==> config.mk <==
export PLATFORM = sky130hd
export DESIGN_NAME = aegis128l_merge
export DESIGN_NICKNAME = d
export VERILOG_FILES = /design/src/design/aegis128l_pkg.sv /design/src/design/aegis128l_merge.sv
export SDC_FILE = /design/constraint.sdc
export NUM_CORES = 1
export LEC_CHECK = 0
export BUFFER_PORTS_ARGS = -buffer_cell sky130_fd_sc_hd__buf_2
export CAP_MARGIN = 10
export CORE_AREA = 8 8 688 690
export DETAILED_ROUTE_END_ITERATION = 16
export DIE_AREA = 0 0 696 698
export PLACE_DENSITY = 0.3
export SETUP_SLACK_MARGIN = 0.4
export SLEW_MARGIN = 20
export SYNTH_ARGS = -nofsm -noshare
export SYNTH_HDL_FRONTEND = slang
export SYNTH_SLANG_ARGS = --single-unit
export TNS_END_PERCENT = 10
==> constraint.sdc <==
create_clock -name vclk -period 3.3
set_input_delay 0.33 -clock vclk [all_inputs]
set_output_delay 0.33 -clock vclk [all_outputs]
set_load 0.005 [all_outputs]
==> src/design/aegis128l_pkg.sv <==
// ----------------------------------------------------------------------------
// aegis128l_pkg
// Shared types, mode codes, the AES S-box and xtime for the AEGIS-128L core.
// ----------------------------------------------------------------------------
package aegis128l_pkg;

    localparam int NUM_BLOCKS  = 8;
    localparam int BLOCK_W     = 128;
    localparam int WORD_W      = 64;
    localparam int BLK_IDX_W   = 3;
    localparam int MODE_W      = 3;
    localparam int CHUNK_BYTES = 32;

    typedef enum logic [MODE_W-1:0] {
        MODE_ABSORB     = 3'd0,
        MODE_ENCRYPT    = 3'd1,
        MODE_DECRYPT    = 3'd2,
        MODE_STREAM     = 3'd3,
        MODE_STREAM_XOR = 3'd4,
        MODE_LOAD       = 3'd5,
        MODE_READ       = 3'd6,
        MODE_UNUSED     = 3'd7
    } t_mode;

    typedef logic [BLOCK_W-1:0]                 t_block;
    typedef logic [NUM_BLOCKS-1:0][BLOCK_W-1:0] t_state;

    // One result transfer.
    typedef struct packed {
        logic [WORD_W-1:0] out_w3;
        logic [WORD_W-1:0] out_w2;
        logic [WORD_W-1:0] out_w1;
        logic [WORD_W-1:0] out_w0;
    } t_result;

    // What the merge stage hands back to the top level.
    typedef struct packed {
        logic    has_result;
        logic    do_update;
        t_block  fb_m0;
        t_block  fb_m1;
        t_result result;
    } t_merge;

    localparam logic [7:0] SBOX [256] = '{
        8'h63, 8'h7c, 8'h77, 8'h7b, 8'hf2, 8'h6b, 8'h6f, 8'hc5,
        8'h30, 8'h01, 8'h67, 8'h2b, 8'hfe, 8'hd7, 8'hab, 8'h76,
        8'hca, 8'h82, 8'hc9, 8'h7d, 8'hfa, 8'h59, 8'h47, 8'hf0,
        8'had, 8'hd4, 8'ha2, 8'haf, 8'h9c, 8'ha4, 8'h72, 8'hc0,
        8'hb7, 8'hfd, 8'h93, 8'h26, 8'h36, 8'h3f, 8'hf7, 8'hcc,
        8'h34, 8'ha5, 8'he5, 8'hf1, 8'h71, 8'hd8, 8'h31, 8'h15,
        8'h04, 8'hc7, 8'h23, 8'hc3, 8'h18, 8'h96, 8'h05, 8'h9a,
        8'h07, 8'h12, 8'h80, 8'he2, 8'heb, 8'h27, 8'hb2, 8'h75,
        8'h09, 8'h83, 8'h2c, 8'h1a, 8'h1b, 8'h6e, 8'h5a, 8'ha0,
        8'h52, 8'h3b, 8'hd6, 8'hb3, 8'h29, 8'he3, 8'h2f, 8'h84,
        8'h53, 8'hd1, 8'h00, 8'hed, 8'h20, 8'hfc, 8'hb1, 8'h5b,
        8'h6a, 8'hcb, 8'hbe, 8'h39, 8'h4a, 8'h4c, 8'h58, 8'hcf,
        8'hd0, 8'hef, 8'haa, 8'hfb, 8'h43, 8'h4d, 8'h33, 8'h85,
        8'h45, 8'hf9, 8'h02, 8'h7f, 8'h50, 8'h3c, 8'h9f, 8'ha8,
        8'h51, 8'ha3, 8'h40, 8'h8f, 8'h92, 8'h9d, 8'h38, 8'hf5,
        8'hbc, 8'hb6, 8'hda, 8'h21, 8'h10, 8'hff, 8'hf3, 8'hd2,
        8'hcd, 8'h0c, 8'h13, 8'hec, 8'h5f, 8'h97, 8'h44, 8'h17,
        8'hc4, 8'ha7, 8'h7e, 8'h3d, 8'h64, 8'h5d, 8'h19, 8'h73,
        8'h60, 8'h81, 8'h4f, 8'hdc, 8'h22, 8'h2a, 8'h90, 8'h88,
        8'h46, 8'hee, 8'hb8, 8'h14, 8'hde, 8'h5e, 8'h0b, 8'hdb,
        8'he0, 8'h32, 8'h3a, 8'h0a, 8'h49, 8'h06, 8'h24, 8'h5c,
        8'hc2, 8'hd3, 8'hac, 8'h62, 8'h91, 8'h95, 8'he4, 8'h79,
        8'he7, 8'hc8, 8'h37, 8'h6d, 8'h8d, 8'hd5, 8'h4e, 8'ha9,
        8'h6c, 8'h56, 8'hf4, 8'hea, 8'h65, 8'h7a, 8'hae, 8'h08,
        8'hba, 8'h78, 8'h25, 8'h2e, 8'h1c, 8'ha6, 8'hb4, 8'hc6,
        8'he8, 8'hdd, 8'h74, 8'h1f, 8'h4b, 8'hbd, 8'h8b, 8'h8a,
        8'h70, 8'h3e, 8'hb5, 8'h66, 8'h48, 8'h03, 8'hf6, 8'h0e,
        8'h61, 8'h35, 8'h57, 8'hb9, 8'h86, 8'hc1, 8'h1d, 8'h9e,
        8'he1, 8'hf8, 8'h98, 8'h11, 8'h69, 8'hd9, 8'h8e, 8'h94,
        8'h9b, 8'h1e, 8'h87, 8'he9, 8'hce, 8'h55, 8'h28, 8'hdf,
        8'h8c, 8'ha1, 8'h89, 8'h0d, 8'hbf, 8'he6, 8'h42, 8'h68,
        8'h41, 8'h99, 8'h2d, 8'h0f, 8'hb0, 8'h54, 8'hbb, 8'h16
    };

    // Multiply by x in GF(2^8), AES polynomial.
    function automatic logic [7:0] xtime(input logic [7:0] a);
        return {a[6:0], 1'b0} ^ (a[7] ? 8'h1b : 8'h00);
    endfunction

endpackage

==> src/design/aegis128l_merge.sv <==
// ----------------------------------------------------------------------------
// aegis128l_merge
// Keystream, result word and lane feedback selection per mode.
// ----------------------------------------------------------------------------
module aegis128l_merge
    import aegis128l_pkg::*;
(
    input  t_state      i_state,
    input  logic [2:0]  i_mode,
    input  t_block      i_m0,
    input  t_block      i_m1,
    output t_merge      o_merge
);

    t_block w_z0, w_z1, w_r0, w_r1;

    // keystream comes from the state before the update
    assign w_z0 = i_state[1] ^ i_state[6] ^ (i_state[2] & i_state[3]);
    assign w_z1 = i_state[2] ^ i_state[5] ^ (i_state[6] & i_state[7]);

    assign w_r0 = (i_mode == MODE_STREAM) ? w_z0 : (i_m0 ^ w_z0);
    assign w_r1 = (i_mode == MODE_STREAM) ? w_z1 : (i_m1 ^ w_z1);

    always_comb begin
        o_merge.result     = {w_r1, w_r0};
        o_merge.fb_m0      = '0;
        o_merge.fb_m1      = '0;
        o_merge.has_result = 1'b0;
        o_merge.do_update  = 1'b0;
        case (i_mode)
            MODE_ABSORB: begin
                o_merge.fb_m0     = i_m0;
                o_merge.fb_m1     = i_m1;
                o_merge.do_update = 1'b1;
            end
            MODE_ENCRYPT: begin
                o_merge.fb_m0      = i_m0;
                o_merge.fb_m1      = i_m1;
                o_merge.do_update  = 1'b1;
                o_merge.has_result = 1'b1;
            end
            MODE_DECRYPT: begin
                o_merge.fb_m0      = w_r0;
                o_merge.fb_m1      = w_r1;
                o_merge.do_update  = 1'b1;
                o_merge.has_result = 1'b1;
            end
            MODE_STREAM, MODE_STREAM_XOR: begin
                o_merge.do_update  = 1'b1;
                o_merge.has_result = 1'b1;
            end
            default: begin
            end
        endcase
    end

endmodule

* After elaboration in Yosys (flattened, before gate mapping) *
Cells that the tools add are included.

storage, ports and cells
  bits in registers = 0
  input port bits = 1283
  output and inout port bits = 514
  word-level logic and storage cells = 21

operators by class
  eq/ne operators = 4
  multiplexer cells = 5
  bitwise operators = 8
  reductions and logical operators = 4

operator list
  cell                  number
  $xor A128 B128 Y128   6
  $pmux W256 S2         1
  $and A128 B128 Y128   2
  $mux W128             2
  $eq A3 B2 Y1 const B  2
  $reduce_or A5 Y1      1
  $reduce_or A4 Y1      1
  $eq A3 B1 Y1 const B  1
  $eq A3 B3 Y1 const B  1
  $logic_not A3 Y1      1
  $mux W1               2
  $reduce_or A2 Y1      1

* Logic depth before layout (Yosys ltp) *
Gate-level depths: netlist of the first run.

  depth in word-level cells = 5
  depth in mapped cells = 7
  gate-level depth less buffers = 4

* Least setup slack after synthesis of the first run *
OpenSTA, ideal clock, no wires.

  path type = input -> output
  from = input port i_mode[2]
  to = output port o_merge[448] (netlist bit)
  arrival = 1.279 ns
  setup slack = 1.691 ns
  cell stages on the path = 5
  path buffers = 3
  path through = buf_2 nor2_1 buf_4 clkbuf_1 a221o_1

RTL lines
  what             RTL line               source
  start, declared  aegis128l_merge.sv:9   input logic [2:0] i_mode,
  end, declared    aegis128l_merge.sv:12  output t_merge o_merge

==> impl_results.md, run 1 <==
- Gates resized, CTS repair: 0
- Starting Density: 3.28%
- Wirelength per Cell: 32.2 microns
- Max-cap viol count: 0
- Global-route wire length before repair: 381 mm
- Vias in the first global route: about 24000
- Post-synthesis sequential area ratio: 0%
- Critical path type: in -> out
- Critical path destination: o_merge[70]
- Worst Setup Start Kind: input port
- DRC viols: 0
- Final worst slack: 0.695 ns
- Post-DRT Antenna Nets: 0
- Die H: 698 microns
- Syn Inst Count: ~2500
- Fmax: 384 MHz
- Setup TNS: 0 ns
- Remaining Overflow, GRT: 0
- Initial antenna violation count: 287
- Min Hold Slack: 1.01 ns
- Gp weighted congestion: 0.881
- Total Routing Usage GR: 12.8%
- Area of the multi-input gates: 14500 sq um
- VDD IR max: 0.0000760 V
- Drt initial violations: 1463
- Filler cells: between 50000 and 60000
- Final setup violation count: 0
- Boundary Pins: between 1500 and 2000
- Yosys warning count: 0
- CTS Hold Bufs: 0
- Final Critical Period: approximately 2.6 ns
- Total core area: 462000 sq um
- Port bufs: 1541
- Max-slew violations: 0
- Area Overhead vs Synth: 116%
- Most frequent cells in the layout: buf_2, nand2_1, xnor2_1
- Pre-CTS WS: 0.628 ns
- Pin count of the biggest net entering global routing: 65
- Num sequential: 0
- Commonest non-fill, non-tap cell in the layout: buf_2
- Power Density: 261 nW/um^2
- Library cells used by synthesis: 12
- Worst EP required: 2.97 ns
- Syn_area_per_cell: between 6 and 7 sq um
- Post-DP HPWL: 310 mm
- Sequential cell area: 0 sq um
- Slew HR: 29.0%
- Worst hold path class: in -> out
- Die area: 486000 sq um
- DRT Pass-1 Iters: 5
- Crit path capture type: output port
- Final #Nets: between 5000 and 6000
- Setup Fix Bufs, Post-CTS: 0
- Status: completed
- Final period util: approximately four fifths
- Crit-path max FO: 21
- Std-Cell Rows: 250
- Worst-Margin Slew: approximately 1.1 ns
- Vias/cell: 2.50
- Fin. Hold Viols: 0
- Mapped Area: 15200 sq um
- Unrepaired setup endpoints after global routing: no
- Crit. Startpoint: i_mode[2]
- Via count: 25500
- Clock buf count: 0
- Leakage power: roughly 13 nW
- Drt total wl: 328 mm
- Mapped Nets: 3735
- Die width: 696 microns
- Layout cells sized above 1: 41.8%
- Data arrival, critical path: 2.27 ns
## cells in the mapped netlist (all sizes together)
cell      n  share of area [%]
a221o   256                 17
buf     130                4.4
clkbuf   11               0.27
nand2   768                 19
nand2b    1              0.041
nand3b    1              0.050
nor2    259                6.4
nor3    256                8.5
o21ai     1              0.033
xnor2   513                 30
xor2    256                 15
## critical path, stage by stage
cell	delay, ns
buf_8	0.24
nand3b_1	0.23
buf_12	0.16
buf_12	0.17
buf_4	0.18
nand2_1	0.06
xnor2_1	0.36
buf_4	0.21
buf_2	0.20
## worst min-delay path by stage
stage / from / endpoint / slack (ns) / cells past startpoint
after detailed placement: i_m1[124] / o_merge[380] / 1.01 / 3
after CTS: i_m1[124] / o_merge[380] / 1.01 / 3
after floorplan: i_mode[0] / o_merge[512] / 0.73 / 1
after global routing: i_m1[124] / o_merge[380] / 1.04 / 3
after global placement: i_m1[4] / o_merge[260] / 1.01 / 3
final: i_m1[124] / o_merge[380] / 1.01 / 3
## through the flow
stage	utilization, %	total power [mW]	cells	area, sq um
after floorplan	-	2.50	2452	15200
after global placement	7.05	8.98	10100	32600
after detailed placement	7.05	8.98	10100	32600
after CTS	7.05	9.01	10100	32600
after global routing	7.06	9.23	10200	32600
final	7.08	8.53	10200	32700
## layer usage
metal	share of wire (%)	vias to the layer above	routed length, microns	track usage (%)
met3	14	598	46000	7.58
met5	0.21	-	705	0
li1	-	11400	-	-
met4	3.0	96	9790	1.96
met2	45	1684	148000	21.5
met1	38	11800	124000	14.1
## logic make-up after synthesis
logic type      Yosys count  share of synthesized area, %
buf+inv                 141                          4.65
compound gates          257                          16.9
xor+xnor                769                          44.4
simple gates           1285                          34.0
## cell type report
cell class                      count  share of cell area (%)
Antenna cell                       55                   0.421
Multi-Input combinational cell   2311                    44.3
Tap cell                         6174                    23.6
Timing Repair Buffer             1649                    31.7
## report_power, final
group / leakage, nW / internal, mW / switching [mW]
sequential: 0 / 0 / 0
combinational: 13.2 / 3.09 / 5.44
clock: 0.000346 / 0.00000221 / 0
total: 13.2 / 3.09 / 5.44
Power figures use the tool's default switching activity.
==> run 2: changes to the inputs <==
==> constraint.sdc (replaced) <==
create_clock -name vclk -period 2.6
set_input_delay 0.26 -clock vclk [all_inputs]
set_output_delay 0.26 -clock vclk [all_outputs]
set_load 0.005 [all_outputs]
==> run 2 against run 1 <==
Effect of this change: combinational power rose by 35%; sequential share of layout area did not move; total power rose by 35%; first-iteration DRC count rose by 3.3%; flip-flop and latch count is the same; cell area increased by 4.6%; wire length shrank 0.28%; die area unchanged; non-clock buffer count is 17 higher; critical path depth fell by 3; count of clock-buffer cells in the layout did not move; critical path type unchanged; critical endpoint is now o_merge[407].
==> impl_results.md, run 2 (same netlist as run 1, synthesis figures left out) <==
- Status: completed
- Post-DP HPWL: 310 mm
- Gp weighted congestion: approximately 0.87
- Area Overhead vs Synth: 126%
- Reg power frac: 0%
- Met1 Use GR: about 13%
- Min Hold Slack: 0.882 ns
- Slew HR: 44.1%
- Worst hold path class: in -> out
- Sequential cell area: 0 sq um
- Max-cap viol count: 0
- Crit-path max FO: 3
- Unrepaired setup endpoints after global routing: yes
- Final worst slack: 0.263 ns
- Met2 GRT Util: 21.4%
- VDD IR max: ~0.00013 V
- Vias/cell: 2.48
- Global-route wire length before repair: 380 mm
- Placed cells: a little over 10000
- Data arrival, critical path: between 2 and 2.5 ns
- Final core utilization: 7.41%
- Layout cells sized above 1: 42.3%
- Remaining Overflow, GRT: 0
- Post-DRT Antenna Nets: 0
- Total core area: 462000 sq um
- Post-route cell area: ~34000 sq um
- Pin count of the biggest net entering global routing: 64
- Switching power: 7.03 mW
- Boundary Pins: 1797
- Clock buf count: 0
- Setup TNS: 0 ns
- Die width: 696 microns
- Std-Cell Rows: 250
- CTS Hold Bufs: 0
- Switching Share: 61.2%
- Filler cells: 54800
- Wirelength per Cell: approximately 32 microns
- Critical path type: in -> out
- Pre-CTS WS: 0.239 ns
- Worst EP required: 2.34 ns
- Worst-Margin Slew: 0.833 ns
- Drt total wl: about 330 mm
- Die area: 486000 sq um
- Leakage power: 13.6 nW
- DRT Pass-1 Iters: 5
- Combinational power share: between 90% and 100%
- Power Density: between 300 and 400 nW/um^2
- Vias in the first global route: 24100
- Max-slew violations: 0
- Starting Density: under 10%
- Via count: 25300
- Port bufs: 1541
- Total Routing Usage GR: 12.8%
- Clock group share of total power: 0%
- Design Power: 11.5 mW
- Final setup violation count: 0
- Commonest non-fill, non-tap cell in the layout: buf_2
- Final #Nets: 5262
- Fmax: approximately 430 MHz
- Grt peak-use layer: met2
- DRC viols: 0
- Die H: 698 microns
- Most frequent cells in the layout: buf_2, nand2_1, xnor2_1
- Finished Layout Cells: 10200
- Final period util: 89.9%
- P_int: 4.45 mW
- Crit path capture type: output port
- Initial antenna violation count: 276
- Fin. Hold Viols: 0
- Num sequential: 0
- Met3 Usage GRT: 8.58%
- Worst Setup Start Kind: input port
- Final Critical Period: 2.34 ns
- Post-placement cell area: around 34000 sq um
- Drt initial violations: 1512
[run 2: changes by cell type in the layout (fill, tap and decap cells not counted), sizes merged]
cell / delta
clkbuf: +1
diode: -4
buf: +16
[run 2: power by group through the flow]
stage / clock network [mW] / registers, mW / logic [mW]
floorplan: 0 / 0 / 3.17
global placement: 0 / 0 / 12.0
global route: 0.000000936 / 0 / 12.4
detailed placement: 0 / 0 / 12.0
finish: 0.00000275 / 0 / 11.5
CTS: 0 / 0 / 12.1
[run 2: path summary, 6_finish.rpt]
check	slack, ns	startpoint	cells past startpoint	end
hold / removal	0.88	i_m1[50]	4	o_merge[178]
setup / recovery	0.26	i_state[279]	6	o_merge[407]
[run 2: layout make-up]
type,count,area (sq um),area share [%]
multi-input combinational,2311,14600,42.5
antenna,51,128,0.373
timing repair buffer,1666,11800,34.6
tap,6174,7720,22.6
[run 2: worst max-delay path: stages]
cell and delay (ns):
buf_2 0.12, nand2_1 0.46, xnor2_1 0.64, nor2_1 0.09, a221o_1 0.31, buf_12 0.16
[run 2: routing by layer]
layer  part of all wire (%)  wire, microns  vias to the layer above
met5                   0.25            808                        -
met4                    2.9           9430                      112
met1                     36         118000                    11600
met2                     45         148000                     1592
met3                     15          50300                      594
li1                       -              -                    11400
[run 2: repair_timing]
item	4_1_cts	5_1_grt
setup buffers	0	0
endpoints found under the setup margin	18	61
resized for setup	8	8
==> run 3: changes to the inputs <==
==> constraint.sdc (replaced) <==
create_clock -name vclk -period 2.88
set_input_delay 0.576 -clock vclk [all_inputs]
set_output_delay 0.576 -clock vclk [all_outputs]
set_load 0.005 [all_outputs]
==> run 3 against run 2 <==
Effect of this change: total power down 3.0%; first-iteration DRC count up 7.5%; global-route usage up 0.26 points; combinational power down 3%; wire length up 3.0%; core utilization up 0.72 points; critical endpoint is now o_merge[263]; largest power group unchanged; highest routed layer unchanged.
==> impl_results.md, run 3 (same netlist as run 1, synthesis figures left out) <==
- Status: completed
- Worst EP required: 2.30 ns
- CP delay by family, top: buffers and inverters
- Final period util: 96.9%
- Post-route cell area: 37600 sq um
- Drt initial violations: about 1600
- Global-route wire length before repair: 389 mm
- Total Routing Usage GR: 13.0%
- DRT Pass-1 Iters: 5
- Post-DP HPWL: 311 mm
- Die H: 698 microns
- Final Critical Period: between 2 and 3 ns
- Post-DRT Antenna Nets: 0
- Worst-Margin Slew: 0.793 ns
- Crit-path max FO: 7
- Final #Nets: 5450
- Most used cell, CP: buf_12
- CTS Hold Bufs: 0
- Total core area: 462000 sq um
- Max-slew violations: 0
- Design Power: 11.1 mW
- Switching Share: 58.7%
- Combinational power share: 100.0%
- Port bufs: 1541
- Final setup violation count: 0
- Commonest non-fill, non-tap cell in the layout: buf_2
- Area Overhead vs Synth: 148%
- Die width: 696 microns
- Data arrival, critical path: 2.22 ns
- Drt total wl: 337 mm
- Fmax: 358 MHz
- WHS Endpoint: o_merge[380]
- Post-placement cell area: 35300 sq um
- Gp weighted congestion: 0.858
- Hold path start: i_m1[124]
- CP max stage cell: a221o_1
- Worst Setup Start Kind: input port
- Std-Cell Rows: 250
- CP Buf/Inv Count: 6
- Num sequential: 0
- Crit. Startpoint: i_mode[0]
- Pin count of the biggest net entering global routing: 47
- Crit-path cells: buf_12 > nand2b_4 > buf_12 > buf_16 > buf_6 > buf_16 > nor3_4 > a221o_1 > buf_12
- Sequential cell area: 0 sq um
- Crit path capture type: output port
- Leakage power: ~15 nW
- Unrepaired setup endpoints after global routing: yes
- DRC viols: 0
- Fin. Hold Viols: 0
- P_int: 4.60 mW
- Max-cap viol count: 0
- Vias/cell: about 2.5
- Reg power frac: 0%
- Critical path type: in -> out
- Worst hold path class: in -> out
- Vias in the first global route: 25300
- Slew HR: 46.7%
- WHS Path Cells: 3
- Remaining Overflow, GRT: 0
- Most frequent cells in the layout: buf_2, nand2_1, xnor2_1
- Via count: 26200
- Starting Density: 3.28%
- Clock group share of total power: 0%
- Wirelength per Cell: 32.4 microns
- Die area: 486000 sq um
- Power Density: 296 nW/um^2
- Boundary Pins: 1797
- Slowest stage delay, CP: 0.39 ns
- Initial antenna violation count: 269
- Layout cells sized above 1: 46.4%
- Clock buf count: 0
- Switching power: ~6.5 mW
- VDD IR max: 0.000107 V
-- run 3: cell count changes in the layout (fill, tap and decap cells not counted), sizes merged --
cell and delta:
buf +173, clkbuf +12, bufbuf +3, diode +1
-- run 3: cell type report --
class,count,area (sq um)
multi-input cells,2311,15000
fillers,54600,424000
well taps,6174,7720
repair buffers,1854,14800
diodes,52,130
-- run 3: worst max path at each step --
| stage | end | slack, ns | depth (start not counted) |
|---|---|---|---|
| 6_report | o_merge[263] | 0.09 | 9 |
| 5_1_grt | o_merge[391] | 0.05 | 9 |
| 4_1_cts | o_merge[72] | 0.04 | 8 |
| 3_5_place_dp | o_merge[72] | -0.21 | 8 |
| 3_3_place_gp | o_merge[72] | -0.20 | 8 |
| 2_1_floorplan | o_merge[448] | 0.78 | 5 |
-- run 3: power groups by stage --
stage	Clock, mW	Combinational (mW)	Sequential (mW)
2_1_floorplan	0	2.86	0
3_3_place_gp	0	11.3	0
5_1_grt	0.000000943	12.1	0
4_1_cts	0	11.6	0
3_5_place_dp	0	11.2	0
6_report	0.00000225	11.1	0
-- run 3: through the flow --
| step | utilization, % | setup slack [ns] | std cells | hold slack (ns) | TNS [ns] |
|---|---|---|---|---|---|
| after floorplan | - | 0.779 | 2452 | 1.22 | 0 |
| after global placement | 7.65 | -0.196 | 10300 | 1.51 | -0.390 |
| after CTS | 7.92 | 0.0378 | 10300 | 1.51 | 0 |
| after global routing | 8.12 | 0.0481 | 10400 | 1.53 | 0 |
| final | 8.13 | 0.0886 | 10400 | 1.51 | 0 |
| after detailed placement | 7.65 | -0.206 | 10300 | 1.50 | -0.402 |
-- run 3: timing repair --
action / in CTS / in global routing
endpoints found under the setup margin: 488 / 501
setup buffers: 24 / 16
pin swaps: 30 / 24
resized for setup: 88 / 102
cloned: 18 / 11
-- run 3: tightest hold or removal path, delay by kind of cell --
kind	cells	cell delay (ns)
buf+inv	2	0.22
compound gates	1	0.14
-- run 3: routing by layer --
layer | GRT usage [%] | part of all wire (%) | vias up
met5 | 0 | 0.24 | -
met4 | 1.70 | 2.5 | 118
met3 | 8.58 | 15 | 604
met2 | 22.0 | 46 | 1577
met1 | 13.8 | 37 | 12100
li1 | - | - | 11800
