<file path="config.mk">
export PLATFORM = sky130hd
export DESIGN_NAME = aegis128l_skid_flat
export DESIGN_NICKNAME = d
export VERILOG_FILES = /design/src/design/aegis128l_pkg.sv /design/src/design/aegis128l_out_if.sv /design/src/design/aegis128l_skid.sv /design/src/flat_wrapper.sv
export SDC_FILE = /design/constraint.sdc
export NUM_CORES = 1
export LEC_CHECK = 0
export ABC_AREA = 1
export BUFFER_PORTS_ARGS = -buffer_cell sky130_fd_sc_hd__buf_2
export CORE_AREA = 4 4 200 202
export CTS_CLUSTER_SIZE = 14
export DETAILED_ROUTE_END_ITERATION = 6
export DIE_AREA = 0 0 204 206
export GPL_TIMING_DRIVEN = 0
export PLACE_DENSITY_LB_ADDON = 0.1
export RECOVER_POWER = 100
export SLEW_MARGIN = 20
export SYNTH_ARGS = -nofsm -noshare
export SYNTH_HDL_FRONTEND = slang
export SYNTH_SLANG_ARGS = --single-unit
</file>
<file path="constraint.sdc">
create_clock -name i_clk -period 81.8 [get_ports i_clk]
set_input_delay 8.18 -clock i_clk [delete_from_list [all_inputs] [get_ports i_clk]]
set_output_delay 8.18 -clock i_clk [all_outputs]
set_load 0.05 [all_outputs]
</file>
<file path="src/design/aegis128l_pkg.sv">
// ----------------------------------------------------------------------------
// aegis128l_pkg
// Shared types, mode codes, the AES S-box and xtime for the AEGIS-128L core.
// ----------------------------------------------------------------------------
package aegis128l_pkg;

    localparam int NUM_BLOCKS  = 8;
    localparam int BLOCK_W     = 128;
    localparam int WORD_W      = 64;
    localparam int BLK_IDX_W   = 3;
    localparam int MODE_W      = 3;
    localparam int CHUNK_BYTES = 32;

    typedef enum logic [MODE_W-1:0] {
        MODE_ABSORB     = 3'd0,
        MODE_ENCRYPT    = 3'd1,
        MODE_DECRYPT    = 3'd2,
        MODE_STREAM     = 3'd3,
        MODE_STREAM_XOR = 3'd4,
        MODE_LOAD       = 3'd5,
        MODE_READ       = 3'd6,
        MODE_UNUSED     = 3'd7
    } t_mode;

    typedef logic [BLOCK_W-1:0]                 t_block;
    typedef logic [NUM_BLOCKS-1:0][BLOCK_W-1:0] t_state;

    // One result transfer.
    typedef struct packed {
        logic [WORD_W-1:0] out_w3;
        logic [WORD_W-1:0] out_w2;
        logic [WORD_W-1:0] out_w1;
        logic [WORD_W-1:0] out_w0;
    } t_result;

    // What the merge stage hands back to the top level.
    typedef struct packed {
        logic    has_result;
        logic    do_update;
        t_block  fb_m0;
        t_block  fb_m1;
        t_result result;
    } t_merge;

    localparam logic [7:0] SBOX [256] = '{
        8'h63, 8'h7c, 8'h77, 8'h7b, 8'hf2, 8'h6b, 8'h6f, 8'hc5,
        8'h30, 8'h01, 8'h67, 8'h2b, 8'hfe, 8'hd7, 8'hab, 8'h76,
        8'hca, 8'h82, 8'hc9, 8'h7d, 8'hfa, 8'h59, 8'h47, 8'hf0,
        8'had, 8'hd4, 8'ha2, 8'haf, 8'h9c, 8'ha4, 8'h72, 8'hc0,
        8'hb7, 8'hfd, 8'h93, 8'h26, 8'h36, 8'h3f, 8'hf7, 8'hcc,
        8'h34, 8'ha5, 8'he5, 8'hf1, 8'h71, 8'hd8, 8'h31, 8'h15,
        8'h04, 8'hc7, 8'h23, 8'hc3, 8'h18, 8'h96, 8'h05, 8'h9a,
        8'h07, 8'h12, 8'h80, 8'he2, 8'heb, 8'h27, 8'hb2, 8'h75,
        8'h09, 8'h83, 8'h2c, 8'h1a, 8'h1b, 8'h6e, 8'h5a, 8'ha0,
        8'h52, 8'h3b, 8'hd6, 8'hb3, 8'h29, 8'he3, 8'h2f, 8'h84,
        8'h53, 8'hd1, 8'h00, 8'hed, 8'h20, 8'hfc, 8'hb1, 8'h5b,
        8'h6a, 8'hcb, 8'hbe, 8'h39, 8'h4a, 8'h4c, 8'h58, 8'hcf,
        8'hd0, 8'hef, 8'haa, 8'hfb, 8'h43, 8'h4d, 8'h33, 8'h85,
        8'h45, 8'hf9, 8'h02, 8'h7f, 8'h50, 8'h3c, 8'h9f, 8'ha8,
        8'h51, 8'ha3, 8'h40, 8'h8f, 8'h92, 8'h9d, 8'h38, 8'hf5,
        8'hbc, 8'hb6, 8'hda, 8'h21, 8'h10, 8'hff, 8'hf3, 8'hd2,
        8'hcd, 8'h0c, 8'h13, 8'hec, 8'h5f, 8'h97, 8'h44, 8'h17,
        8'hc4, 8'ha7, 8'h7e, 8'h3d, 8'h64, 8'h5d, 8'h19, 8'h73,
        8'h60, 8'h81, 8'h4f, 8'hdc, 8'h22, 8'h2a, 8'h90, 8'h88,
        8'h46, 8'hee, 8'hb8, 8'h14, 8'hde, 8'h5e, 8'h0b, 8'hdb,
        8'he0, 8'h32, 8'h3a, 8'h0a, 8'h49, 8'h06, 8'h24, 8'h5c,
        8'hc2, 8'hd3, 8'hac, 8'h62, 8'h91, 8'h95, 8'he4, 8'h79,
        8'he7, 8'hc8, 8'h37, 8'h6d, 8'h8d, 8'hd5, 8'h4e, 8'ha9,
        8'h6c, 8'h56, 8'hf4, 8'hea, 8'h65, 8'h7a, 8'hae, 8'h08,
        8'hba, 8'h78, 8'h25, 8'h2e, 8'h1c, 8'ha6, 8'hb4, 8'hc6,
        8'he8, 8'hdd, 8'h74, 8'h1f, 8'h4b, 8'hbd, 8'h8b, 8'h8a,
        8'h70, 8'h3e, 8'hb5, 8'h66, 8'h48, 8'h03, 8'hf6, 8'h0e,
        8'h61, 8'h35, 8'h57, 8'hb9, 8'h86, 8'hc1, 8'h1d, 8'h9e,
        8'he1, 8'hf8, 8'h98, 8'h11, 8'h69, 8'hd9, 8'h8e, 8'h94,
        8'h9b, 8'h1e, 8'h87, 8'he9, 8'hce, 8'h55, 8'h28, 8'hdf,
        8'h8c, 8'ha1, 8'h89, 8'h0d, 8'hbf, 8'he6, 8'h42, 8'h68,
        8'h41, 8'h99, 8'h2d, 8'h0f, 8'hb0, 8'h54, 8'hbb, 8'h16
    };

    // Multiply by x in GF(2^8), AES polynomial.
    function automatic logic [7:0] xtime(input logic [7:0] a);
        return {a[6:0], 1'b0} ^ (a[7] ? 8'h1b : 8'h00);
    endfunction

endpackage

</file>
<file path="src/design/aegis128l_out_if.sv">
// ----------------------------------------------------------------------------
// aegis128l_out_if
// Output channel: one 32-byte result.
// ----------------------------------------------------------------------------
interface aegis128l_out_if;
    logic        valid;
    logic        ready;
    logic [63:0] out_w0;
    logic [63:0] out_w1;
    logic [63:0] out_w2;
    logic [63:0] out_w3;

    modport source (output valid, out_w0, out_w1, out_w2, out_w3, input ready);
    modport sink   (input valid, out_w0, out_w1, out_w2, out_w3, output ready);
endinterface

</file>
<file path="src/design/aegis128l_skid.sv">
// ----------------------------------------------------------------------------
// aegis128l_skid
// Two-entry output buffer: main register plus skid register.
// ----------------------------------------------------------------------------
module aegis128l_skid
    import aegis128l_pkg::*;
(
    input  logic            i_clk,
    input  logic            i_rst_n,
    input  logic            i_push,
    input  t_result         i_data,
    output logic            o_ready,
    aegis128l_out_if.source o_out
);

    logic    r_main_valid, n_main_valid;
    logic    r_skid_valid, n_skid_valid;
    t_result r_main, n_main;
    t_result r_skid, n_skid;
    logic    w_pop;

    assign w_pop   = r_main_valid && o_out.ready;
    assign o_ready = !r_skid_valid;

    always_comb begin
        n_main_valid = r_main_valid;
        n_skid_valid = r_skid_valid;
        n_main       = r_main;
        n_skid       = r_skid;
        if (!r_main_valid || w_pop) begin
            if (r_skid_valid) begin
                // drain skid first; no push can arrive while it is full
                n_main       = r_skid;
                n_main_valid = 1'b1;
                n_skid_valid = 1'b0;
            end else begin
                n_main       = i_data;
                n_main_valid = i_push;
            end
        end else if (i_push) begin
            n_skid       = i_data;
            n_skid_valid = 1'b1;
        end
    end

    always_ff @(posedge i_clk) begin
        if (!i_rst_n) begin
            r_main_valid <= 1'b0;
            r_skid_valid <= 1'b0;
        end else begin
            r_main_valid <= n_main_valid;
            r_skid_valid <= n_skid_valid;
        end
        r_main <= n_main;
        r_skid <= n_skid;
    end

    assign o_out.valid  = r_main_valid;
    assign o_out.out_w0 = r_main.out_w0;
    assign o_out.out_w1 = r_main.out_w1;
    assign o_out.out_w2 = r_main.out_w2;
    assign o_out.out_w3 = r_main.out_w3;

    a_skid_needs_main: assert property (@(posedge i_clk) disable iff (!i_rst_n)
        r_skid_valid |-> r_main_valid)
        else $error("skid entry held without a main entry");

    a_stall_keeps_main: assert property (@(posedge i_clk) disable iff (!i_rst_n)
        (r_main_valid && !o_out.ready) |=> (r_main_valid && r_main == $past(r_main)))
        else $error("stalled result changed");

    a_push_on_stall: assert property (@(posedge i_clk) disable iff (!i_rst_n)
        (i_push && r_main_valid && !o_out.ready) |=> r_skid_valid)
        else $error("result pushed during stall was dropped");

    a_no_push_full: assert property (@(posedge i_clk) disable iff (!i_rst_n)
        r_skid_valid |-> !i_push)
        else $error("push into full buffer");

endmodule

</file>
<file path="src/flat_wrapper.sv">
// flat-port wrapper written by rule: the top's interface ports become plain ports
module aegis128l_skid_flat import aegis128l_pkg::*;
  (i_clk, i_rst_n, i_push, i_data, o_ready, o_out_valid, o_out_out_w0, o_out_out_w1, o_out_out_w2, o_out_out_w3, o_out_ready);
  aegis128l_out_if o_out_i ();
  input  logic i_clk;
  input  logic i_rst_n;
  input  logic i_push;
  input  t_result i_data;
  output logic o_ready;
  output wire logic [$bits(o_out_i.valid)-1:0] o_out_valid;
  output wire logic [$bits(o_out_i.out_w0)-1:0] o_out_out_w0;
  output wire logic [$bits(o_out_i.out_w1)-1:0] o_out_out_w1;
  output wire logic [$bits(o_out_i.out_w2)-1:0] o_out_out_w2;
  output wire logic [$bits(o_out_i.out_w3)-1:0] o_out_out_w3;
  input wire logic [$bits(o_out_i.ready)-1:0] o_out_ready;
  assign o_out_valid = o_out_i.valid;
  assign o_out_out_w0 = o_out_i.out_w0;
  assign o_out_out_w1 = o_out_i.out_w1;
  assign o_out_out_w2 = o_out_i.out_w2;
  assign o_out_out_w3 = o_out_i.out_w3;
  assign o_out_i.ready = o_out_ready;
  aegis128l_skid u_core (.i_clk(i_clk), .i_rst_n(i_rst_n), .i_push(i_push), .i_data(i_data), .o_ready(o_ready), .o_out(o_out_i));
endmodule
</file>
# Word level (Yosys, flattened, before mapping)

Cells that the tools add are included.

Bitwise gates (word level): 2
Reductions and logical operators: 6
Mux-type cells: 2

Operator list:

| operator            | number |
|---|---|
| 256-bit two-way mux | 1 |
| 1-bit logical NOT   | 2 |
| 1-bit NOT           | 2 |
| 2-bit AND reduction | 1 |
| 2-bit OR reduction  | 1 |
| 1-bit logical AND   | 1 |
| 1-bit logical OR    | 1 |
| 1-bit two-way mux   | 1 |

Register bits after elaboration: 514
Input port bits: 260
Logic and storage cells: 20

# Logic depth before layout (Yosys ltp)

Gate-level depths: netlist (run 1).

Depth in word-level cells: 4
Mapped depth: 6
Gate-level depth less buffers: 3

# Worst setup path after synthesis (run 1)

No wires, ideal clock.

Path type: in2reg
From: input port o_out_ready
To: register u_core.r_skid[0] (netlist name), enable pin
Setup time: 2.881 ns
Stages: 3
Path buffers: 0
Slack: 46.874 ns
Arrival: 32.046 ns
Cells stage by stage: inv_1 -> nand2_1 -> nor2_1

Word-level cells in the longest chain between the ends: 4

RTL lines:

| item                                 | line                 | text |
|---|---|---|
| start: declaration                   | flat_wrapper.sv:15   | `input wire logic [$bits(o_out_i.ready)-1:0] o_out_ready;` |
| 1-bit logical AND                    | aegis128l_skid.sv:22 | `assign w_pop = r_main_valid && o_out.ready;` |
| 1-bit logical OR                     | aegis128l_skid.sv:30 | `if (!r_main_valid \|\| w_pop) begin` |
| 1-bit NOT (no source line)           | n/a                  |  |
| 2-bit AND reduction (no source line) | n/a                  |  |
| end signal: assignment               | aegis128l_skid.sv:55 | `r_skid <= n_skid;` |
| end: declaration                     | aegis128l_skid.sv:19 | `t_result r_skid, n_skid;` |

No other way between the ends.
A chain may end at the register's enable or synchronous reset.

# Final worst setup path (run 1)

From: input port o_out_ready
To: register u_core.r_skid[137] (netlist name), enable pin

Same word-level chain as after synthesis.

==> results of run 1 <==
## report_power, final
part | internal [mW] | switching (mW)
combinational | 0.0117 | 0.0600
clock | 0.126 | 0.0947
sequential | 0.307 | 0.00383
total | 0.445 | 0.159
## logic make-up (layout without fill, tap and decap cells)
group,count (synthesis),count (layout),synth area share
other,0,9,0
and+or+nand+nor,774,774,0.1544
DFF,514,514,0.8190
AOI/OAI and AO/OA,1,1,0.0002657
buffers and inverters,60,686,0.02626
## cell type report
class                   count  area, µm²
multi-input cells         775       2912
plain buffers              57      480.5
clock inverters            33      251.5
inverters                   3      13.76
well taps                 518      648.1
clock buffers              59       1306
fillers                  3308      15110
repair buffers            534       2132
flip-flops and latches    514      15410
diodes                      9      22.52
## registers in the layout (all words and copies together), names as in the netlist
signal,flops
u_core.r_skid,256
u_core.o_out.out_w1,64
u_core.o_out.valid,1
u_core.o_out.out_w0,64
u_core.o_out.out_w3,64
u_core.r_skid_valid,1
u_core.o_out.out_w2,64
## worst min-delay path by stage
stage | slack [ns] | cells past startpoint | from | to
after floorplan | 0.49 | 2 | u_core.r_skid[0] | u_core.o_out.out_w0[0]
after global placement | 0.50 | 2 | u_core.o_out.valid | u_core.r_skid_valid
after detailed placement | 0.50 | 2 | u_core.r_skid[246] | u_core.o_out.out_w3[54]
after CTS | 0.51 | 2 | u_core.r_skid[255] | u_core.o_out.out_w3[63]
after global routing | 0.53 | 2 | u_core.r_skid[80] | u_core.o_out.out_w1[16]
final | 0.51 | 2 | u_core.r_skid[50] | u_core.o_out.out_w0[50]
## Yosys cell counts
cell type    n  area share
buf_2       18      0.0048
buf_4       11      0.0044
buf_6       27       0.016
clkbuf_1     1     0.00020
dfxtp_1      2      0.0021
edfxtp_1   512        0.82
inv_1        2     0.00040
inv_4        1     0.00033
nand2_1    770        0.15
nand3_1      1     0.00027
nor2_1       3     0.00060
o21ai_0      1     0.00027
## worst max-delay path, stage by stage
cell and delay [ns]:
buf_2 0.10, inv_1 0.06, nand2_1 0.56, nor2_1 0.95
clkbuf_1 0.77, clkbuf_1 1.00, clkbuf_1 1.20
## layout by cell type (no fill, tap or decap)
cell type | synthesis | final
inv_6 | 0 | 1
buf_6 | 27 | 27
dfxtp_1 | 2 | 2
buf_4 | 11 | 11
clkbuf_16 | 0 | 51
bufinv_16 | 0 | 4
clkbuf_1 | 1 | 440
buf_2 | 18 | 120
nand3_1 | 1 | 1
o21ai_0 | 1 | 1
clkinvlp_4 | 0 | 1
clkinv_1 | 0 | 16
inv_4 | 1 | 1
buf_1 | 0 | 1
inv_1 | 2 | 2
edfxtp_1 | 512 | 512
clkinv_2 | 0 | 11
nor2_1 | 3 | 3
diode_2 | 0 | 9
nand2_1 | 770 | 770
## layer usage
layer	vias up	track usage	part of all wire
met1	5653	0.2576	0.36
met3	99	0.09603	0.12
li1	5768	-	-
met2	480	0.3716	0.49
met5	-	0	0.0039
met4	30	0.07873	0.027
==> out/qor.yml, run 1 <==
yosysSeqAreaShare: 0.8190
post_cts_buffers: 0
cts_buffer_depth: 3
place_congestion: 0.8184
antenna_found_initial: 22
final_util: 0.6055
cp-start-kind: "input pin"
cts-root-buf: "clkbuf_16"
clk_pin_slew_ns: 0.06
finClkSkew_ns: 0.01254
critPathMaxFanout: 26
fin_cells: 2502
period_share: 0.1551
drt-total-wl_um: 48180
dp_hpwl_um: 34620
cts_inserted_buffers: 51
setup_tns_ns: 0
synth_nets: 1609
finalHoldViolCount: 0
dp.cells: 2401
die-width_um: 204
cts_resized: 0
place_area_um2: 22490
max_freq_mhz: 78.81
violations: "max-capacitance violations, max-slew violations"
synth.distinct_cells: 12
end_kind: "register"
grt_first_pass_wirelength_um: 71190
area_delta_synth_final_pct: 23.17
crit_required_ns: 81.97
cp-startpoint: "o_out_ready"
holdWs_ns: 0.5110
synth_warnings: 0
relSlewSlack: -1.016
routed_via_density: 4.808
cts_tree: "yes"
route.detailed.drc: 0
finalWorstSetupSlack_ns: 69.11
num_rows: 72
status: "finished with violations"
dp_slack_ns: 71.65
grt_max_degree: 54
cts.sinks: 514
reg2reg_to: "u_core.r_skid[137]"
die_h_um: 206
syn_avg_cell_area_um2: 13.95
core-area_um2: 38290
mappedNetlistArea_um2: 18820
dr.pass1.iters: 5
slew_violations: 271
rr_worst_depth: 5
dr_total_vias: 12030
ios: 518
critPathKind: "input pin to register"
drive_above_1_share: 0.1149
drt_iter0_markers: 722
power_density_nw_per_um2: 26.06
tightest_slew_ns: 3.024
grt_pass1_vias: 12114
synth_seq_cells: 514
layout_min_cycle_time_ns: 12.69
worstPathArrival_ns: 12.86
rr_startpoint: "u_core.o_out.valid"
final_area_um2: 23180
wl_per_cell_um: 19.26
die_area_um2: 42020
p_total_uw: 604.0
nets: 2196
ant_nets: 0
worstSetupEndpoint: "u_core.r_skid[137]"
start_util: 0.4916
synthCells: 1349
port_buffers: 517
cap_violations: 6
clock_latency_ns: 0.57
gr-total-overflow: 0
grt_usage: 0.2219
ff2ff_setup_slack_ns: 76.52
htreeDepth: 2
leakage_nw: 9.179
setup_violations: 0
vdd_drop_max_mv: 0.01748
postCtsHoldBufs: 0
hp-class: "register to register"
rsz0062_at_grt: "false"
No activity file was read; power rests on OpenSTA's default activity.
==> run 2: changes to the inputs <==
--- a/config.mk
+++ b/config.mk
@@ -7,10 +7,11 @@
 export LEC_CHECK = 0
 export ABC_AREA = 1
 export BUFFER_PORTS_ARGS = -buffer_cell sky130_fd_sc_hd__buf_2
-export CORE_AREA = 4 4 200 202
+export CORE_ASPECT_RATIO = 0.9
+export CORE_MARGIN = 4
+export CORE_UTILIZATION = 47
 export CTS_CLUSTER_SIZE = 14
 export DETAILED_ROUTE_END_ITERATION = 6
-export DIE_AREA = 0 0 204 206
 export GPL_TIMING_DRIVEN = 0
 export PLACE_DENSITY_LB_ADDON = 0.1
 export RECOVER_POWER = 100
==> constraint.sdc (replaced) <==
create_clock -name i_clk -period 10.6 [get_ports i_clk]
set_input_delay 1.06 -clock i_clk [delete_from_list [all_inputs] [get_ports i_clk]]
set_output_delay 1.06 -clock i_clk [all_outputs]
set_load 0.05 [all_outputs]
==> out/qor.yml, run 2 (synthesis gave the netlist of run 1 again) <==
status: "finished with violations"
violations: "max-capacitance violations, max-slew violations"
cpMostUsedCell: "clkbuf_1"
ff2ff_setup_slack_ns: 4.78  # -71.74 ns
met1Wirelength_um: 17980  # +3.8%
cap_violations: 3  # -3
start_util: 0.4760  # -0.01559
hold_depth: 2  # unchanged
die-width_um: 218.9  # +7.3%
reg2reg_to: "u_core.r_skid[104]"
ant_nets: 0  # unchanged
gr-total-overflow: 0  # unchanged
fillCellCount: 3472  # +5.0%
ios: 518  # unchanged
cts-root-buf: "clkbuf_16"
dr_total_vias: 11882  # -1.2%
antenna_found_initial: 19  # -14%
end_kind: "register"
cp-start-kind: "input pin"
clock_latency_ns: 0.58  # about the same
critical-path-max-stage-delay_ns: 2.71  # +1.51 ns
power_frac_clock: 0.365  # about the same
grt_pass1_vias: 11984  # -1.1%
seq_power_share: 0.515  # about the same
slew_violations: 190  # -30%
critPathSlowestCell: "clkbuf_1"
power_density_nw_per_um2: 200.8  # +670%
cts_buffer_depth: 3  # unchanged
finClkSkew_ns: 0.02535  # +0.01281 ns
worstPathArrival_ns: 6.28  # -6.58 ns
top_layer: "met5"
crit_family: "buffers and inverters"
core-area_um2: 39540  # +3.3%
finalWorstSetupSlack_ns: 4.490  # -64.62 ns
place_congestion: 0.8449  # +3.2%
critPathKind: "input pin to register"
vdd_drop_max_mv: 0.1538  # +780%
route.detailed.drc: 0  # unchanged
max_freq_mhz: 163.7
grt_usage: 0.2144  # -0.007563
route.met2.wl_um: 22820  # -4.1%
period_share: 0.5764
place_area_um2: 22490  # about the same
crit_required_ns: 10.77  # -71.20 ns
cts_tree: "yes"
rr_worst_depth: 5  # unchanged
p_sw_mw: 1.214  # +670%
rr_startpoint: "u_core.o_out.valid"
clk_pin_slew_ns: 0.06  # about the same
worstPathCellList: "buf_2 -> inv_1 -> nand2_1 -> clkbuf_1 -> nor2_4 -> buf_12 -> clkbuf_1"
cp_num_buf_inv: 5  # unchanged
wl_per_cell_um: 18.97  # -1.5%
dp_hpwl_um: 34090  # -1.5%
drt_iter0_markers: 732  # +1.4%
critPathMaxFanout: 62  # +140%
setup_tns_ns: 0  # unchanged
routed_via_density: 4.726  # -1.7%
die_area_um2: 43310  # +3.1%
rsz0062_at_grt: "false"
power.internal_mw: 3.443  # +670%
die_h_um: 197.8  # -4.0%
post_cts_buffers: 0  # unchanged
final_area_um2: 23190  # about the same
drt-total-wl_um: 47700  # -1.0%
final_common_cell: "nand2_1"
area_delta_synth_final_pct: 23.24  # about the same
dr.pass1.iters: 5  # unchanged
cts_inserted_buffers: 52  # +2.0%
num_rows: 69  # -4.2%
cts.sinks: 514  # unchanged
largest_reg_flops: 256  # unchanged
drive_above_1_share: 0.09529  # -0.01965
htreeDepth: 2  # unchanged
layout_min_cycle_time_ns: 6.110
port_buffers: 517  # unchanged
max_flop_register: "u_core.r_skid"
pwr-share-comb: 0.119  # about the same
nets: 2196  # unchanged
finalHoldViolCount: 0  # unchanged
setup_violations: 0  # unchanged
hp-class: "register to register"
p_sw_frac: 0.2607  # -0.001804
cts_resized: 0  # unchanged
final_util: 0.5866  # -0.01885
dp_slack_ns: 7.145  # -64.50 ns
p_total_mw: 4.658  # +670%
relSlewSlack: -2.318  # -1.302
hp-start: "u_core.r_skid[243]"
wl_met3_um: 5249  # -5.8%
hold_end: "u_core.o_out.out_w3[51]"
tightest_slew_ns: 4.977  # +1.954 ns
layout_common_cells: "nand2_1, edfxtp_1, clkbuf_1, buf_2, clkbuf_16"
postCtsHoldBufs: 0  # unchanged
grt_max_degree: 89  # +65%
leakage_nw: 9.092  # -0.94%
grt_first_pass_wirelength_um: 70210  # -1.4%
run 2: through the flow:
step / hold slack (ns) / instances
5_1_grt: 0.5211 / 2512
3_5_place_dp: 0.5009 / 2414
4_1_cts: 0.5035 / 2505
2_1_floorplan: 0.4943 / 1349
6_report: 0.5095 / 2514
3_3_place_gp: 0.4980 / 2398
run 2: per-layer routing:
| layer | track usage | vias to the layer above |
|---|---|---|
| met5 | 0 | - |
| li1 | - | 5765 |
| met3 | 0.08808 | 102 |
| met4 | 0.07793 | 18 |
| met2 | 0.3488 | 447 |
| met1 | 0.2599 | 5550 |
run 2: power groups by stage:
stage | combinational (mW) | clock [mW] | sequential (mW)
3_5_place_dp | 0.602 | 0 | 2.44
4_1_cts | 0.604 | 1.74 | 2.40
5_1_grt | 0.592 | 1.83 | 2.41
3_3_place_gp | 0.584 | 0 | 2.45
6_report | 0.556 | 1.70 | 2.40
2_1_floorplan | 0.0908 | 0 | 2.75
run 2: how the worst max path moves through the flow:
| stage | start | end | depth (start not counted) |
|---|---|---|---|
| after floorplan | o_out_ready | u_core.r_skid[0] | 3 |
| after global placement | o_out_ready | u_core.r_skid[103] | 4 |
| after detailed placement | o_out_ready | u_core.r_skid[103] | 9 |
| after CTS | o_out_ready | u_core.r_skid[43] | 9 |
| after global routing | o_out_ready | u_core.r_skid[102] | 7 |
| final | o_out_ready | u_core.r_skid[104] | 7 |
run 2: worst register-to-register path: stages (launching register included):
cell      delay, ns
dfxtp_1        0.33
nand2_1        1.13
clkbuf_1       2.72
nor2_4         0.37
buf_12         0.38
clkbuf_1       0.47
run 2: cell type report:
type	instances	area (µm²)	share of cell area
inverters	3	12.51	0.0005394
clock buffers	65	1371	0.05912
repair buffers	533	2336	0.1007
multi-input cells	775	2919	0.1258
diodes	9	22.52	0.0009710
clock inverters	26	181.4	0.007822
plain buffers	57	271.5	0.01171
flip-flops and latches	514	15410	0.6646
well taps	532	665.6	0.02870
